[src/rtl/wfcm_pkg.sv]
// Shared types and constants of the window flow control monitor.
package wfcm_pkg;

    localparam int COUNT_WIDTH = 48;
    localparam int FIELD_WIDTH = 48;
    localparam int SIZE_WIDTH  = 32;
    localparam int TCOUNT_WIDTH = 8;

    localparam logic [FIELD_WIDTH-1:0] PENDING_BYTES_RESET   = 48'd1048576;
    localparam logic [FIELD_WIDTH-1:0] PENDING_PACKETS_RESET = 48'd64;
    localparam logic [SIZE_WIDTH-1:0]  MAX_TRANSFER_RESET    = 32'd65536;

    typedef logic [COUNT_WIDTH-1:0]  count_t;
    typedef logic [TCOUNT_WIDTH-1:0] tcount_t;

    typedef enum logic [1:0] {
        CMD_SENT = 2'd0,
        CMD_RECV = 2'd1,
        CMD_ACK  = 2'd2,
        CMD_NONE = 2'd3
    } cmd_t;

    typedef enum logic [1:0] {
        EV_KEEP     = 2'd0,
        EV_THROTTLE = 2'd1,
        EV_LIFT     = 2'd2,
        EV_REPORT   = 2'd3
    } event_t;

    typedef enum logic [1:0] {
        REG_PENDING_BYTES   = 2'd0,
        REG_PENDING_PACKETS = 2'd1,
        REG_MAX_TRANSFER    = 2'd2,
        REG_MONITOR_MODE    = 2'd3
    } reg_index_t;

    typedef struct packed {
        logic [1:0]             command;
        logic [SIZE_WIDTH-1:0]  size;
        logic [FIELD_WIDTH-1:0] ack_bytes;
        logic [FIELD_WIDTH-1:0] ack_packets;
    } cmd_item_t;

    typedef struct packed {
        logic [1:0]             event_res;
        logic                   can_send;
        logic [FIELD_WIDTH-1:0] report_rx_bytes;
        logic [FIELD_WIDTH-1:0] report_rx_packets;
        logic [FIELD_WIDTH-1:0] tx_bytes_total;
        logic                   overshoot_valid;
        logic [FIELD_WIDTH-1:0] overshoot_bytes;
        logic [FIELD_WIDTH-1:0] overshoot_packets;
    } res_item_t;

    typedef struct packed {
        logic [FIELD_WIDTH-1:0] pending_bytes_limit;
        logic [FIELD_WIDTH-1:0] pending_packets_limit;
        logic [SIZE_WIDTH-1:0]  max_transfer_bytes;
        logic                   monitor_mode;
    } cfg_t;

    // State as it stands after one item, carried to the result stage.
    typedef struct packed {
        event_t  ev;
        tcount_t throttle_count;
        count_t  tx_backlog_bytes;
        count_t  tx_backlog_packets;
        count_t  rx_bytes;
        count_t  rx_packets;
        count_t  tx_bytes;
    } snap_t;

endpackage

[src/rtl/wfcm_update.sv]
// Counter and throttle state update for one item, with the snapshot register.
module wfcm_update (
    input  logic                clk,
    input  logic                rst_n,
    input  logic                item_valid,
    input  wfcm_pkg::cmd_item_t item,
    input  logic                stage_ready,
    input  wfcm_pkg::cfg_t      cfg,
    output logic                snap_valid,
    output wfcm_pkg::snap_t     snap
);

    wfcm_pkg::count_t  sent_bytes_reg, sent_bytes_next;
    wfcm_pkg::count_t  sent_packets_reg, sent_packets_next;
    wfcm_pkg::count_t  acked_bytes_reg, acked_bytes_next;
    wfcm_pkg::count_t  acked_packets_reg, acked_packets_next;
    wfcm_pkg::count_t  tx_bl_bytes_reg, tx_bl_bytes_next;
    wfcm_pkg::count_t  tx_bl_packets_reg, tx_bl_packets_next;
    wfcm_pkg::count_t  rx_bytes_reg, rx_bytes_next;
    wfcm_pkg::count_t  rx_packets_reg, rx_packets_next;
    wfcm_pkg::count_t  rx_bl_bytes_reg, rx_bl_bytes_next;
    wfcm_pkg::count_t  rx_bl_packets_reg, rx_bl_packets_next;
    wfcm_pkg::tcount_t tcount_reg, tcount_next;
    logic              snap_valid_reg, snap_valid_next;
    wfcm_pkg::snap_t   snap_reg, snap_next;

    wfcm_pkg::count_t  size_cw;
    wfcm_pkg::count_t  ack_b;
    wfcm_pkg::count_t  ack_p;
    wfcm_pkg::count_t  lim_b;
    wfcm_pkg::count_t  lim_p;
    wfcm_pkg::count_t  new_bl_b;
    wfcm_pkg::count_t  new_bl_p;
    wfcm_pkg::count_t  ack_bl_b;
    wfcm_pkg::count_t  ack_bl_p;
    wfcm_pkg::cmd_t    cmd;
    wfcm_pkg::event_t  ev;
    logic              size_ok;
    logic              take;
    logic              lb, lp, nb, np;
    logic              last_above, now_above;

    assign take = item_valid && stage_ready;

    always_comb
    begin
        cmd     = wfcm_pkg::cmd_t'(item.command);
        size_cw = wfcm_pkg::COUNT_WIDTH'(item.size);
        ack_b   = wfcm_pkg::COUNT_WIDTH'(item.ack_bytes);
        ack_p   = wfcm_pkg::COUNT_WIDTH'(item.ack_packets);
        lim_b   = wfcm_pkg::COUNT_WIDTH'(cfg.pending_bytes_limit);
        lim_p   = wfcm_pkg::COUNT_WIDTH'(cfg.pending_packets_limit);
        size_ok = (item.size != '0) && (item.size <= cfg.max_transfer_bytes);

        sent_bytes_next    = sent_bytes_reg;
        sent_packets_next  = sent_packets_reg;
        acked_bytes_next   = acked_bytes_reg;
        acked_packets_next = acked_packets_reg;
        tx_bl_bytes_next   = tx_bl_bytes_reg;
        tx_bl_packets_next = tx_bl_packets_reg;
        rx_bytes_next      = rx_bytes_reg;
        rx_packets_next    = rx_packets_reg;
        rx_bl_bytes_next   = rx_bl_bytes_reg;
        rx_bl_packets_next = rx_bl_packets_reg;
        tcount_next        = tcount_reg;
        ev                 = wfcm_pkg::EV_KEEP;

        new_bl_b   = '0;
        new_bl_p   = '0;
        lb         = 1'b0;
        lp         = 1'b0;
        ack_bl_b   = sent_bytes_reg - ack_b;
        ack_bl_p   = sent_packets_reg - ack_p;
        last_above = (tx_bl_bytes_reg >= lim_b) || (tx_bl_packets_reg >= lim_p);
        now_above  = (ack_bl_b >= lim_b) || (ack_bl_p >= lim_p);

        unique case (cmd)
            wfcm_pkg::CMD_SENT:
            begin
                lb       = tx_bl_bytes_reg >= lim_b;
                lp       = tx_bl_packets_reg >= lim_p;
                new_bl_b = tx_bl_bytes_reg + size_cw;
                new_bl_p = tx_bl_packets_reg + wfcm_pkg::COUNT_WIDTH'(1);
            end
            wfcm_pkg::CMD_RECV:
            begin
                lb       = rx_bl_bytes_reg >= lim_b;
                lp       = rx_bl_packets_reg >= lim_p;
                new_bl_b = rx_bl_bytes_reg + size_cw;
                new_bl_p = rx_bl_packets_reg + wfcm_pkg::COUNT_WIDTH'(1);
            end
            wfcm_pkg::CMD_ACK,
            wfcm_pkg::CMD_NONE:
            begin
                new_bl_b = '0;
                new_bl_p = '0;
            end
            default:
            begin
                new_bl_b = '0;
                new_bl_p = '0;
            end
        endcase
        nb = new_bl_b >= lim_b;
        np = new_bl_p >= lim_p;

        unique case (cmd)
            wfcm_pkg::CMD_SENT:
            begin
                if (size_ok)
                begin
                    sent_bytes_next    = sent_bytes_reg + size_cw;
                    sent_packets_next  = sent_packets_reg + wfcm_pkg::COUNT_WIDTH'(1);
                    tx_bl_bytes_next   = new_bl_b;
                    tx_bl_packets_next = new_bl_p;
                    if ((lb != nb) || (lp != np))
                    begin
                        tcount_next = tcount_reg + wfcm_pkg::TCOUNT_WIDTH'(1);
                        if (tcount_next == wfcm_pkg::TCOUNT_WIDTH'(1))
                            ev = wfcm_pkg::EV_THROTTLE;
                    end
                end
            end
            wfcm_pkg::CMD_RECV:
            begin
                if (size_ok)
                begin
                    rx_bytes_next   = rx_bytes_reg + size_cw;
                    rx_packets_next = rx_packets_reg + wfcm_pkg::COUNT_WIDTH'(1);
                    if ((lb != nb) || (lp != np))
                    begin
                        // The receive marks snap to the totals, so the backlog empties.
                        ev                 = wfcm_pkg::EV_REPORT;
                        rx_bl_bytes_next   = '0;
                        rx_bl_packets_next = '0;
                    end
                    else
                    begin
                        rx_bl_bytes_next   = new_bl_b;
                        rx_bl_packets_next = new_bl_p;
                    end
                end
            end
            wfcm_pkg::CMD_ACK:
            begin
                if ((ack_b > acked_bytes_reg) && (ack_p > acked_packets_reg))
                begin
                    acked_bytes_next   = ack_b;
                    acked_packets_next = ack_p;
                    tx_bl_bytes_next   = ack_bl_b;
                    tx_bl_packets_next = ack_bl_p;
                    if (last_above != now_above)
                    begin
                        tcount_next = tcount_reg - wfcm_pkg::TCOUNT_WIDTH'(1);
                        if (tcount_next == '0)
                            ev = wfcm_pkg::EV_LIFT;
                    end
                end
            end
            wfcm_pkg::CMD_NONE:
            begin
                ev = wfcm_pkg::EV_KEEP;
            end
            default:
            begin
                ev = wfcm_pkg::EV_KEEP;
            end
        endcase

        snap_next.ev                 = ev;
        snap_next.throttle_count     = tcount_next;
        snap_next.tx_backlog_bytes   = tx_bl_bytes_next;
        snap_next.tx_backlog_packets = tx_bl_packets_next;
        snap_next.rx_bytes           = rx_bytes_next;
        snap_next.rx_packets         = rx_packets_next;
        snap_next.tx_bytes           = sent_bytes_next;

        if (take)
            snap_valid_next = 1'b1;
        else if (stage_ready)
            snap_valid_next = 1'b0;
        else
            snap_valid_next = snap_valid_reg;
    end

    always_ff @(posedge clk or negedge rst_n)
    begin
        if (!rst_n)
        begin
            sent_bytes_reg    <= '0;
            sent_packets_reg  <= '0;
            acked_bytes_reg   <= '0;
            acked_packets_reg <= '0;
            tx_bl_bytes_reg   <= '0;
            tx_bl_packets_reg <= '0;
            rx_bytes_reg      <= '0;
            rx_packets_reg    <= '0;
            rx_bl_bytes_reg   <= '0;
            rx_bl_packets_reg <= '0;
            tcount_reg        <= '0;
            snap_valid_reg    <= 1'b0;
        end
        else
        begin
            snap_valid_reg <= snap_valid_next;
            if (take)
            begin
                sent_bytes_reg    <= sent_bytes_next;
                sent_packets_reg  <= sent_packets_next;
                acked_bytes_reg   <= acked_bytes_next;
                acked_packets_reg <= acked_packets_next;
                tx_bl_bytes_reg   <= tx_bl_bytes_next;
                tx_bl_packets_reg <= tx_bl_packets_next;
                rx_bytes_reg      <= rx_bytes_next;
                rx_packets_reg    <= rx_packets_next;
                rx_bl_bytes_reg   <= rx_bl_bytes_next;
                rx_bl_packets_reg <= rx_bl_packets_next;
                tcount_reg        <= tcount_next;
            end
        end
    end

    always_ff @(posedge clk)
    begin
        if (take)
            snap_reg <= snap_next;
    end

    assign snap_valid = snap_valid_reg;
    assign snap       = snap_reg;

endmodule

[src/rtl/wfcm_result.sv]
// Overshoot and send permission for one snapshot, with the result register.
module wfcm_result (
    input  logic                clk,
    input  logic                rst_n,
    input  logic                snap_valid,
    input  wfcm_pkg::snap_t     snap,
    input  wfcm_pkg::cfg_t      cfg,
    output logic                stage_ready,
    output logic                res_valid,
    input  logic                res_ready,
    output wfcm_pkg::res_item_t res_item
);

    logic                res_valid_reg, res_valid_next;
    wfcm_pkg::res_item_t res_reg, res_next;

    wfcm_pkg::count_t    lim_b;
    wfcm_pkg::count_t    lim_p;
    wfcm_pkg::count_t    over_b;
    wfcm_pkg::count_t    over_p;
    logic                count_zero;
    logic                take;

    assign stage_ready = !res_valid_reg || res_ready;
    assign take        = snap_valid && stage_ready;

    always_comb
    begin
        lim_b      = wfcm_pkg::COUNT_WIDTH'(cfg.pending_bytes_limit);
        lim_p      = wfcm_pkg::COUNT_WIDTH'(cfg.pending_packets_limit);
        over_b     = snap.tx_backlog_bytes - lim_b;
        over_p     = snap.tx_backlog_packets - lim_p;
        count_zero = snap.throttle_count == '0;

        res_next.event_res         = snap.ev;
        res_next.can_send          = count_zero || cfg.monitor_mode;
        res_next.report_rx_bytes   = wfcm_pkg::FIELD_WIDTH'(snap.rx_bytes);
        res_next.report_rx_packets = wfcm_pkg::FIELD_WIDTH'(snap.rx_packets);
        res_next.tx_bytes_total    = wfcm_pkg::FIELD_WIDTH'(snap.tx_bytes);
        res_next.overshoot_valid   = 1'b0;
        res_next.overshoot_bytes   = '0;
        res_next.overshoot_packets = '0;

        // The packet backlog takes precedence over the byte backlog.
        priority if (count_zero && (snap.tx_backlog_packets > lim_p))
        begin
            res_next.overshoot_valid   = 1'b1;
            res_next.overshoot_packets = wfcm_pkg::FIELD_WIDTH'(over_p);
        end
        else if (count_zero && (snap.tx_backlog_bytes > lim_b))
        begin
            res_next.overshoot_valid = 1'b1;
            res_next.overshoot_bytes = wfcm_pkg::FIELD_WIDTH'(over_b);
        end
        else
        begin
            res_next.overshoot_valid = 1'b0;
        end

        if (take)
            res_valid_next = 1'b1;
        else if (res_ready)
            res_valid_next = 1'b0;
        else
            res_valid_next = res_valid_reg;
    end

    always_ff @(posedge clk or negedge rst_n)
    begin
        if (!rst_n)
            res_valid_reg <= 1'b0;
        else
            res_valid_reg <= res_valid_next;
    end

    always_ff @(posedge clk)
    begin
        if (take)
            res_reg <= res_next;
    end

    assign res_valid = res_valid_reg;
    assign res_item  = res_reg;

endmodule

[src/rtl/window_flow_control_monitor.sv]
// Top level of the window flow control monitor: input register, configuration and stages.
//
// Usage: items enter on cmd_valid/cmd_ready/cmd_item (sent packet, received
// packet or peer acknowledgement) and each gives exactly one result on
// res_valid/res_ready/res_item, in order. Configuration registers are written
// on cfg_valid/cfg_ready with cfg_index and cfg_data; cfg_ready is always high,
// and the user must make writes only while no item is in flight; the block
// itself does not enforce it. The input register loads an accepted item, then
// the state update goes into the snapshot register and the overshoot into the
// result register. Throughput: one item per cycle while res_ready stays high;
// the state update of one item completes in the cycle it leaves the input
// register, so the next item sees it at once. Reset clears all counters, marks
// and the throttle count, loads the register defaults and empties every stage.
// When the receiver holds res_ready low the stages fill one by one; up to three
// items are held before cmd_ready falls, and nothing is lost or repeated.
module window_flow_control_monitor (
    input  logic                clk,
    input  logic                rst_n,
    input  logic                cmd_valid,
    output logic                cmd_ready,
    input  wfcm_pkg::cmd_item_t cmd_item,
    output logic                res_valid,
    input  logic                res_ready,
    output wfcm_pkg::res_item_t res_item,
    input  logic                cfg_valid,
    output logic                cfg_ready,
    input  logic [1:0]          cfg_index,
    input  logic [wfcm_pkg::FIELD_WIDTH-1:0] cfg_data
);

    logic                in_valid_reg, in_valid_next;
    wfcm_pkg::cmd_item_t in_item_reg;
    wfcm_pkg::cfg_t      cfg_reg, cfg_next;

    logic                snap_valid;
    wfcm_pkg::snap_t     snap;
    logic                res_stage_ready;
    logic                upd_ready;
    logic                cmd_take;

    assign cfg_ready = 1'b1;
    assign upd_ready = !snap_valid || res_stage_ready;
    assign cmd_ready = !in_valid_reg || upd_ready;
    assign cmd_take  = cmd_valid && cmd_ready;

    always_comb
    begin
        if (cmd_take)
            in_valid_next = 1'b1;
        else if (upd_ready)
            in_valid_next = 1'b0;
        else
            in_valid_next = in_valid_reg;

        cfg_next = cfg_reg;
        if (cfg_valid)
        begin
            unique case (wfcm_pkg::reg_index_t'(cfg_index))
                wfcm_pkg::REG_PENDING_BYTES:
                    cfg_next.pending_bytes_limit = cfg_data;
                wfcm_pkg::REG_PENDING_PACKETS:
                    cfg_next.pending_packets_limit = cfg_data;
                wfcm_pkg::REG_MAX_TRANSFER:
                    cfg_next.max_transfer_bytes = cfg_data[wfcm_pkg::SIZE_WIDTH-1:0];
                wfcm_pkg::REG_MONITOR_MODE:
                    cfg_next.monitor_mode = cfg_data[0];
                default:
                    cfg_next = cfg_reg;
            endcase
        end
    end

    always_ff @(posedge clk or negedge rst_n)
    begin
        if (!rst_n)
        begin
            in_valid_reg                  <= 1'b0;
            cfg_reg.pending_bytes_limit   <= wfcm_pkg::PENDING_BYTES_RESET;
            cfg_reg.pending_packets_limit <= wfcm_pkg::PENDING_PACKETS_RESET;
            cfg_reg.max_transfer_bytes    <= wfcm_pkg::MAX_TRANSFER_RESET;
            cfg_reg.monitor_mode          <= 1'b0;
        end
        else
        begin
            in_valid_reg <= in_valid_next;
            cfg_reg      <= cfg_next;
        end
    end

    always_ff @(posedge clk)
    begin
        if (cmd_take)
            in_item_reg <= cmd_item;
    end

    wfcm_update u_update (
        .clk         (clk),
        .rst_n       (rst_n),
        .item_valid  (in_valid_reg),
        .item        (in_item_reg),
        .stage_ready (upd_ready),
        .cfg         (cfg_reg),
        .snap_valid  (snap_valid),
        .snap        (snap)
    );

    wfcm_result u_result (
        .clk         (clk),
        .rst_n       (rst_n),
        .snap_valid  (snap_valid),
        .snap        (snap),
        .cfg         (cfg_reg),
        .stage_ready (res_stage_ready),
        .res_valid   (res_valid),
        .res_ready   (res_ready),
        .res_item    (res_item)
    );

endmodule
[config.mk]
export PLATFORM = sky130hd
export DESIGN_NAME = window_flow_control_monitor
export DESIGN_NICKNAME = d
export VERILOG_FILES = /design/src/rtl/wfcm_pkg.sv /design/src/rtl/wfcm_update.sv /design/src/rtl/wfcm_result.sv /design/src/rtl/window_flow_control_monitor.sv
export SDC_FILE = /design/constraint.sdc
export NUM_CORES = 2
export LEC_CHECK = 0
export BUFFER_PORTS_ARGS = -buffer_cell sky130_fd_sc_hd__buf_4
export CAP_MARGIN = 20
export CORE_MARGIN = 3
export CORE_UTILIZATION = 45
export DETAILED_ROUTE_END_ITERATION = 10
export PLACE_DENSITY = 0.72
export SLEW_MARGIN = 10
export SYNTH_ARGS = -nofsm -noshare
export SYNTH_HDL_FRONTEND = slang
export SYNTH_HIERARCHICAL = 1
export SYNTH_SLANG_ARGS = --single-unit
[constraint.sdc]
create_clock -name clk -period 9.7 [get_ports clk]
set_clock_uncertainty 0.2 [all_clocks]
set_input_delay 1.455 -clock clk [delete_from_list [all_inputs] [get_ports clk]]
set_output_delay 1.455 -clock clk [all_outputs]
set_load 0.02 [all_outputs]
Yosys cells after proc, flatten, opt, wreduce, memory -nomap -nowiden
Cells that the tools add are included.
Widths: inputs -> output; s select.
- word-level logic and storage cells: 147
- input bits: 185
- output and inout port bits: 247
- flip-flop bits (word level): 1244
- $add $sub $neg: 14
- $lt $le $gt $ge: 13
- equality and inequality tests: 10
- muxes and demuxes: 38
- bitwise logic cells: 1
- reductions and logical operators: 34
- operators with widths (operator ; number):
    $mux 48 ; 12
    $ge 48x48->1 ; 8
    $pmux 48 s3 ; 2
    $add 48x1->48 const B ; 4
    $add 48x32->48 ; 4
    $gt 48x48->1 ; 4
    $pmux 48 s2 ; 2
    $sub 48x48->48 ; 4
    $le 32x32->1 ; 1
    $mux 8 ; 4
    $reduce_bool 32->1 ; 1
    $logic_not 8->1 ; 2
    $pmux 8 s2 ; 1
    $mux 2 ; 7
    $reduce_and 3->1 ; 3
    $add 8x1->8 const B ; 1
    $eq 2x2->1 const B ; 4
    $eq 8x1->1 const B ; 1
    $pmux 2 s4 ; 1
    $reduce_and 2->1 ; 4
    $sub 8x1->8 const B ; 1
    $logic_and 1x1->1 ; 7
    $logic_or 1x1->1 ; 7
    $mux 1 ; 7
    8 further kinds ; 18

Longest topological paths before layout
- depth after elaboration: 9
- mapped depth: 39
- gate-level depth less buffers: 27

By module
Netlist, hierarchy kept.
- modules (own cells, without submodules) (module ; area each (µm²) ; seq. area each (µm²) ; instances ; cells each):
    wfcm_update ; 57757.9 ; 19743.9 ; 1 ; 6614
    wfcm_result ; 13854.5 ; 7352.1 ; 1 ; 1305
    window_flow_control_monitor ; 8768.4 ; 7160.6 ; 1 ; 412

Least setup slack after synthesis
OpenSTA, ideal clock, no wires.
- path kind: input -> register
- start point: in res_ready
- end point: reg u_update.tx_bl_bytes_reg[28]
- data required time: 9.034 ns
- arrival: 9.790 ns
- stages on the path: 7
- path buffers: 2
- setup time: 0.466 ns
- slack: -0.757 ns
- cell sequence: nand2b_1 > nand2b_1 > nand2_1 > inv_1 > clkbuf_1 > buf_1 > a22oi_1
- longest elaborated chain between the ends: 3
- RTL lines (what ; line ; text):
    from (decl) ; window_flow_control_monitor.sv:23 ; input logic res_ready,
    $logic_or 1x1->1 ; wfcm_result.sv:24 ; assign stage_ready = !res_valid_reg || res_ready;
    $logic_or 1x1->1 ; window_flow_control_monitor.sv:42 ; assign upd_ready = !snap_valid || res_stage_ready;
    named net upd_ready ; window_flow_control_monitor.sv:38 ; logic upd_ready;
    $logic_and 1x1->1 ; wfcm_update.sv:43 ; assign take = item_valid && stage_ready;
    to (signal assigned) ; wfcm_update.sv:212 ; tx_bl_bytes_reg <= tx_bl_bytes_next;
    to (decl) ; wfcm_update.sv:17 ; wfcm_pkg::count_t tx_bl_bytes_reg, tx_bl_bytes_next;
The timed path passes the listed nets, and every way through them passes these cells.
A chain may end at the register's enable or synchronous reset.

Worst setup path in the final report
- start point: reg in_item_reg[129] (netlist bit)
- end point: reg u_update.rx_bl_packets_reg[6]
- longest elaborated chain between the ends: 7
- elaborated cells on any way between the ends: 16
- those cells by class: 2 x order compare; 5 x eq/ne; 5 x mux; 4 x reduce/logical
- RTL lines (what ; line ; text):
    from (decl) ; window_flow_control_monitor.sv:32 ; wfcm_pkg::cmd_item_t in_item_reg;
    from (signal assigned) ; window_flow_control_monitor.sv:93 ; in_item_reg <= cmd_item;
    $eq 2x2->1 ; wfcm_update.sv:77 ; unique case (cmd)
    $reduce_or 2->1 ; wfcm_update.sv:77 ;
    $pmux 48 s3 ; wfcm_update.sv:77 ;
    $ge 48x48->1, on equally long branches ; wfcm_update.sv:104, wfcm_update.sv:105 ;
    $ne 1x1->1 ; wfcm_update.sv:130 ; if ((lb != nb) || (lp != np))
    $logic_or 1x1->1 ; wfcm_update.sv:130 ;
    $mux 48 ; wfcm_update.sv:130 ;
    to (signal assigned) ; wfcm_update.sv:217 ; rx_bl_packets_reg <= rx_bl_packets_next;
    to (decl) ; wfcm_update.sv:22 ; wfcm_pkg::count_t rx_bl_packets_reg, rx_bl_packets_next;
Parallel ways exist; a longest one is shown, timed or not.

==> parameters.txt <==
Parameter                              Value

Critical path
  Endpoint required time on the critical path    10.21 ns
  Critical Setup Path Class    register to register
  WP buf/inv    4
  Maximum cell stage delay along the critical path    0.64 ns
  Startpoint type of the worst setup path    register
  Element type at the critical path end    register
  Cells traversed along the worst timing path    buf_4 -> nand2b_4 -> buf_4 -> mux2i_1 -> a2111oi_4 -> nand4_1 -> or2_2 -> o31a_1 -> nor3_1 -> ha_1 -> a21o_1 -> a21oi_1 -> nand2_1 -> or3_1 -> a21oi_1 -> o21ai_0 -> xor2_1 -> nand2_2 -> buf_12 -> buf_4 -> o31ai_1
  Endpoint arrival time on the critical path    8.62 ns
  Cell repeated most along the worst path    sky130_fd_sc_hd__buf_4
  Category of cells accounting for the largest share of critical-path delay    simple AND/OR/NAND/NOR gates
  Slowest CP cell    sky130_fd_sc_hd__xor2_1
  Max Fanout on Critical Path    44

Detailed routing
  Number of vias after detailed routing    67900
  Routed length per instance    25.5 µm
  Number of DRC violations after detailed-routing iteration 0    7578
  Count of unresolved DRC violations after routing    0
  Ratio of routed vias to standard cells    6.09
  Number of nets with antenna violations after routing    0
  Total detailed-routing wirelength    285 mm
  Drt first pass iters    8

Clocking
  Number of gates given a new drive strength after cts    0
  Number of sinks driven by the clock tree    1244
  Post-CTS Hold Buffers    0
  Clock transition at the registers of the reported paths    0.06 ns
  Clock buffer count from CTS    143
  Skew-Pair Late Insertion Delay    0.83 ns
  Number of buffers on the longest clock path    3
  Cell at the root of the clock tree    sky130_fd_sc_hd__clkbuf_16
  Maximum level of the CTS H-tree    4
  Post-CTS Setup Inserts    0
  CTS tree    built

Synthesis
  Average cell area after synthesis    9.65 µm²
  Synth top area cells    sky130_fd_sc_hd__edfxtp_1, sky130_fd_sc_hd__dfrtp_1, sky130_fd_sc_hd__ha_1, sky130_fd_sc_hd__nand2_1, sky130_fd_sc_hd__xnor2_1
  Cell count after synthesis    8331
  Syn nets    9327
  Number of enable flip-flop cells after synthesis    624
  Fraction of the yosys area taken by sequential cells    0.426
  Share of the synthesized area in the top cell type    0.233
  Fraction of synthesis flops using an asynchronous set or reset pin    0.498
  Synth Register Bits    1244
  Most common flop cell mapped by yosys    sky130_fd_sc_hd__edfxtp_1
  Number of distinct library cells after synthesis    116
  Synth area leader    sky130_fd_sc_hd__edfxtp_1
  Cell Area, Synth    0.0804 mm²
  Warnings from Yosys    6

Cells and area
  Number of fill cells in the layout    15900
  Number of nets in the final layout    9693
  Share of post-route cells with drive strength above 1    0.123
  Final Non-Filler Cells    11200
  P&R area growth vs syn    13.6%
  Leading cell types in the layout, fill and taps excluded    sky130_fd_sc_hd__nand2_1, sky130_fd_sc_hd__ha_1, sky130_fd_sc_hd__edfxtp_1, sky130_fd_sc_hd__dfrtp_1, sky130_fd_sc_hd__inv_1
  Flip-flop count of the largest register, all copies and words added    250
  Most common cell after layout, fill and taps aside    sky130_fd_sc_hd__nand2_1

Power and ir drop
  Cell internal pwr    13.5 mW
  Share of power burned in combinational logic    0.413
  Net Sw Frac    0.404
  Leakage power figure    41.3 nW
  Relative contribution of the clock network to total power    0.256
  Power dissipated by switching net loads    9.13 mW
  Sequential cell fraction of total power    0.331
  Worst VDD drop    0.000183 V
  Power Density    247 mW/mm²

Placed design
  Port Buf Inserts    430
  Post-place setup slack    1.85 ns
  Placed cell count    10900
  Detailed placer's ending HPWL    214 mm
  Final GP Congestion    0.986

Floorplan
  Area of the die    0.184 mm²
  Top-level port count    432
  Initial core utilization    0.454
  Die width    429 µm
  Cell Rows    154
  Core outline area    0.177 mm²
  Vertical die dimension    429 µm

STA
  Worst Setup Slack, final    1.59 ns
  Tightest Pin Transition    1.35 ns
  Worst hold-check slack    0.205 ns
  Setup repair after global routing missed its margin    false
  Total Negative Setup Slacks    0 ns
  Fmax    123 MHz
  Minimum clock period after layout    8.11 ns
  Hold violation count in the final report    0
  # setup viols final    0
  Max_slew headroom    0.0952
  Number of pins with negative max-slew slack in the final report    0
  Final clock period utilization by the worst path    0.836

Worst hold path
  Class of the worst hold path    register to register

Global routing
  Vias in the first global route    64300
  Number of antenna violations at the first check in global routing    11
  All-layer global routing usage    0.301
  Wire length of the first global-routing pass    418 mm
  Pin count of the biggest net entering global routing    159
  Total gr overflow    0

Status
  Status    complete, no violations

Flow run
  Reported max-cap violation count    0
==> power by group through the flow <==
stage | logic (mW) | registers [mW] | clock network [mW]
after detailed placement | 9.03 | 7.54 | 0
after CTS | 9.09 | 7.45 | 5.90
after floorplan | 6.06 | 7.43 | 0
after global routing | 10.2 | 7.56 | 6.11
final | 9.33 | 7.48 | 5.80
after global placement | 8.87 | 7.52 | 0
==> Yosys cell counts (38+ instances only) <==
| cell | n |
|---|---|
| sky130_fd_sc_hd__o211ai_1 | 43 |
| sky130_fd_sc_hd__a31oi_1 | 73 |
| sky130_fd_sc_hd__inv_1 | 573 |
| sky130_fd_sc_hd__nor2_1 | 547 |
| sky130_fd_sc_hd__xor2_1 | 201 |
| sky130_fd_sc_hd__dfrtp_1 | 617 |
| sky130_fd_sc_hd__ha_1 | 804 |
| sky130_fd_sc_hd__o21bai_1 | 63 |
| sky130_fd_sc_hd__nand3_1 | 211 |
| sky130_fd_sc_hd__a21o_1 | 207 |
| sky130_fd_sc_hd__clkbuf_1 | 229 |
| sky130_fd_sc_hd__or3_1 | 38 |
| sky130_fd_sc_hd__nor3_1 | 124 |
| sky130_fd_sc_hd__edfxtp_1 | 624 |
| sky130_fd_sc_hd__o21a_1 | 58 |
| sky130_fd_sc_hd__nor2b_1 | 63 |
| sky130_fd_sc_hd__and2_1 | 50 |
| sky130_fd_sc_hd__o21ai_0 | 488 |
| sky130_fd_sc_hd__nor4_1 | 41 |
| sky130_fd_sc_hd__o31ai_1 | 42 |
| sky130_fd_sc_hd__o22ai_1 | 78 |
| sky130_fd_sc_hd__xnor2_1 | 305 |
| sky130_fd_sc_hd__mux2_2 | 186 |
| sky130_fd_sc_hd__nand2_1 | 1094 |
| sky130_fd_sc_hd__nand4_1 | 177 |
| sky130_fd_sc_hd__buf_2 | 38 |
| sky130_fd_sc_hd__mux2i_1 | 74 |
| sky130_fd_sc_hd__a211oi_1 | 57 |
| sky130_fd_sc_hd__and3_1 | 69 |
| sky130_fd_sc_hd__nand2b_1 | 52 |
| sky130_fd_sc_hd__a21oi_1 | 520 |
==> stage by stage <==
step	total power, mW	utilization	area, µm²
after floorplan	13.5	-	80400
after global placement	16.4	0.487	86200
after detailed placement	16.6	0.488	86300
after CTS	22.4	0.516	91300
after global routing	23.8	0.516	91300
final	22.6	0.516	91300
==> metal layers <==
metal,vias to the layer above,part of all wire,track usage
met5,-,0.00024,0
met4,10,0.044,0.122
met3,562,0.097,0.0716
met2,3358,0.43,0.450
met1,33100,0.43,0.417
li1,30800,-,-
==> worst register-to-register path, delay by kind of cell (launching register included) <==
kind / cells / cell delay (ns)
xor+xnor: 1 / 0.64
simple gates: 7 / 2.51
buf+inv: 4 / 1.53
compound gates: 7 / 2.11
fa+ha+maj: 1 / 0.32
mux: 1 / 0.35
flops: 1 / 0.34
==> logic make-up after synthesis <==
group	after synthesis	share of synthesized area
simple gates	2589	0.149
compound gates	1997	0.160
flops	1244	0.426
buf+inv	897	0.0439
fa+ha+maj	811	0.127
xor+xnor	508	0.0555
mux	284	0.0387
other cells	1	0.0000467
==> worst paths after layout <==
kind | startpoint | slack (ns) | end | depth (start not counted)
setup reg to reg | in_item_reg[129] | 1.59 | u_update/rx_bl_packets_reg[6] | 21
setup / recovery | in_item_reg[129] | 1.59 | u_update/rx_bl_packets_reg[6] | 21
hold / removal | u_update/snap[98] | 0.21 | u_result/res_item[195] | 0
max in group asynchronous | rst_n | 6.77 | u_update/sent_packets_reg[38] | 3
hold reg to reg | u_update/snap[98] | 0.21 | u_result/res_item[195] | 0
min in group asynchronous | rst_n | 0.45 | u_update/rx_bytes_reg[29] | 1
==> layout make-up <==
| cell class | instances | area, µm² | area share |
|---|---|---|---|
| Antenna cell | 4 | 10.0 | 0.000110 |
| Clock inverter | 92 | 1050 | 0.0115 |
| Sequential cell | 1244 | 34300 | 0.375 |
| Tap cell | 2340 | 2930 | 0.0321 |
| Multi-Input combinational cell | 6190 | 42700 | 0.468 |
| Clock buffer | 175 | 3960 | 0.0433 |
| Timing Repair Buffer | 545 | 4240 | 0.0464 |
| Inverter | 573 | 2160 | 0.0236 |
Power figures use the tool's default switching activity.
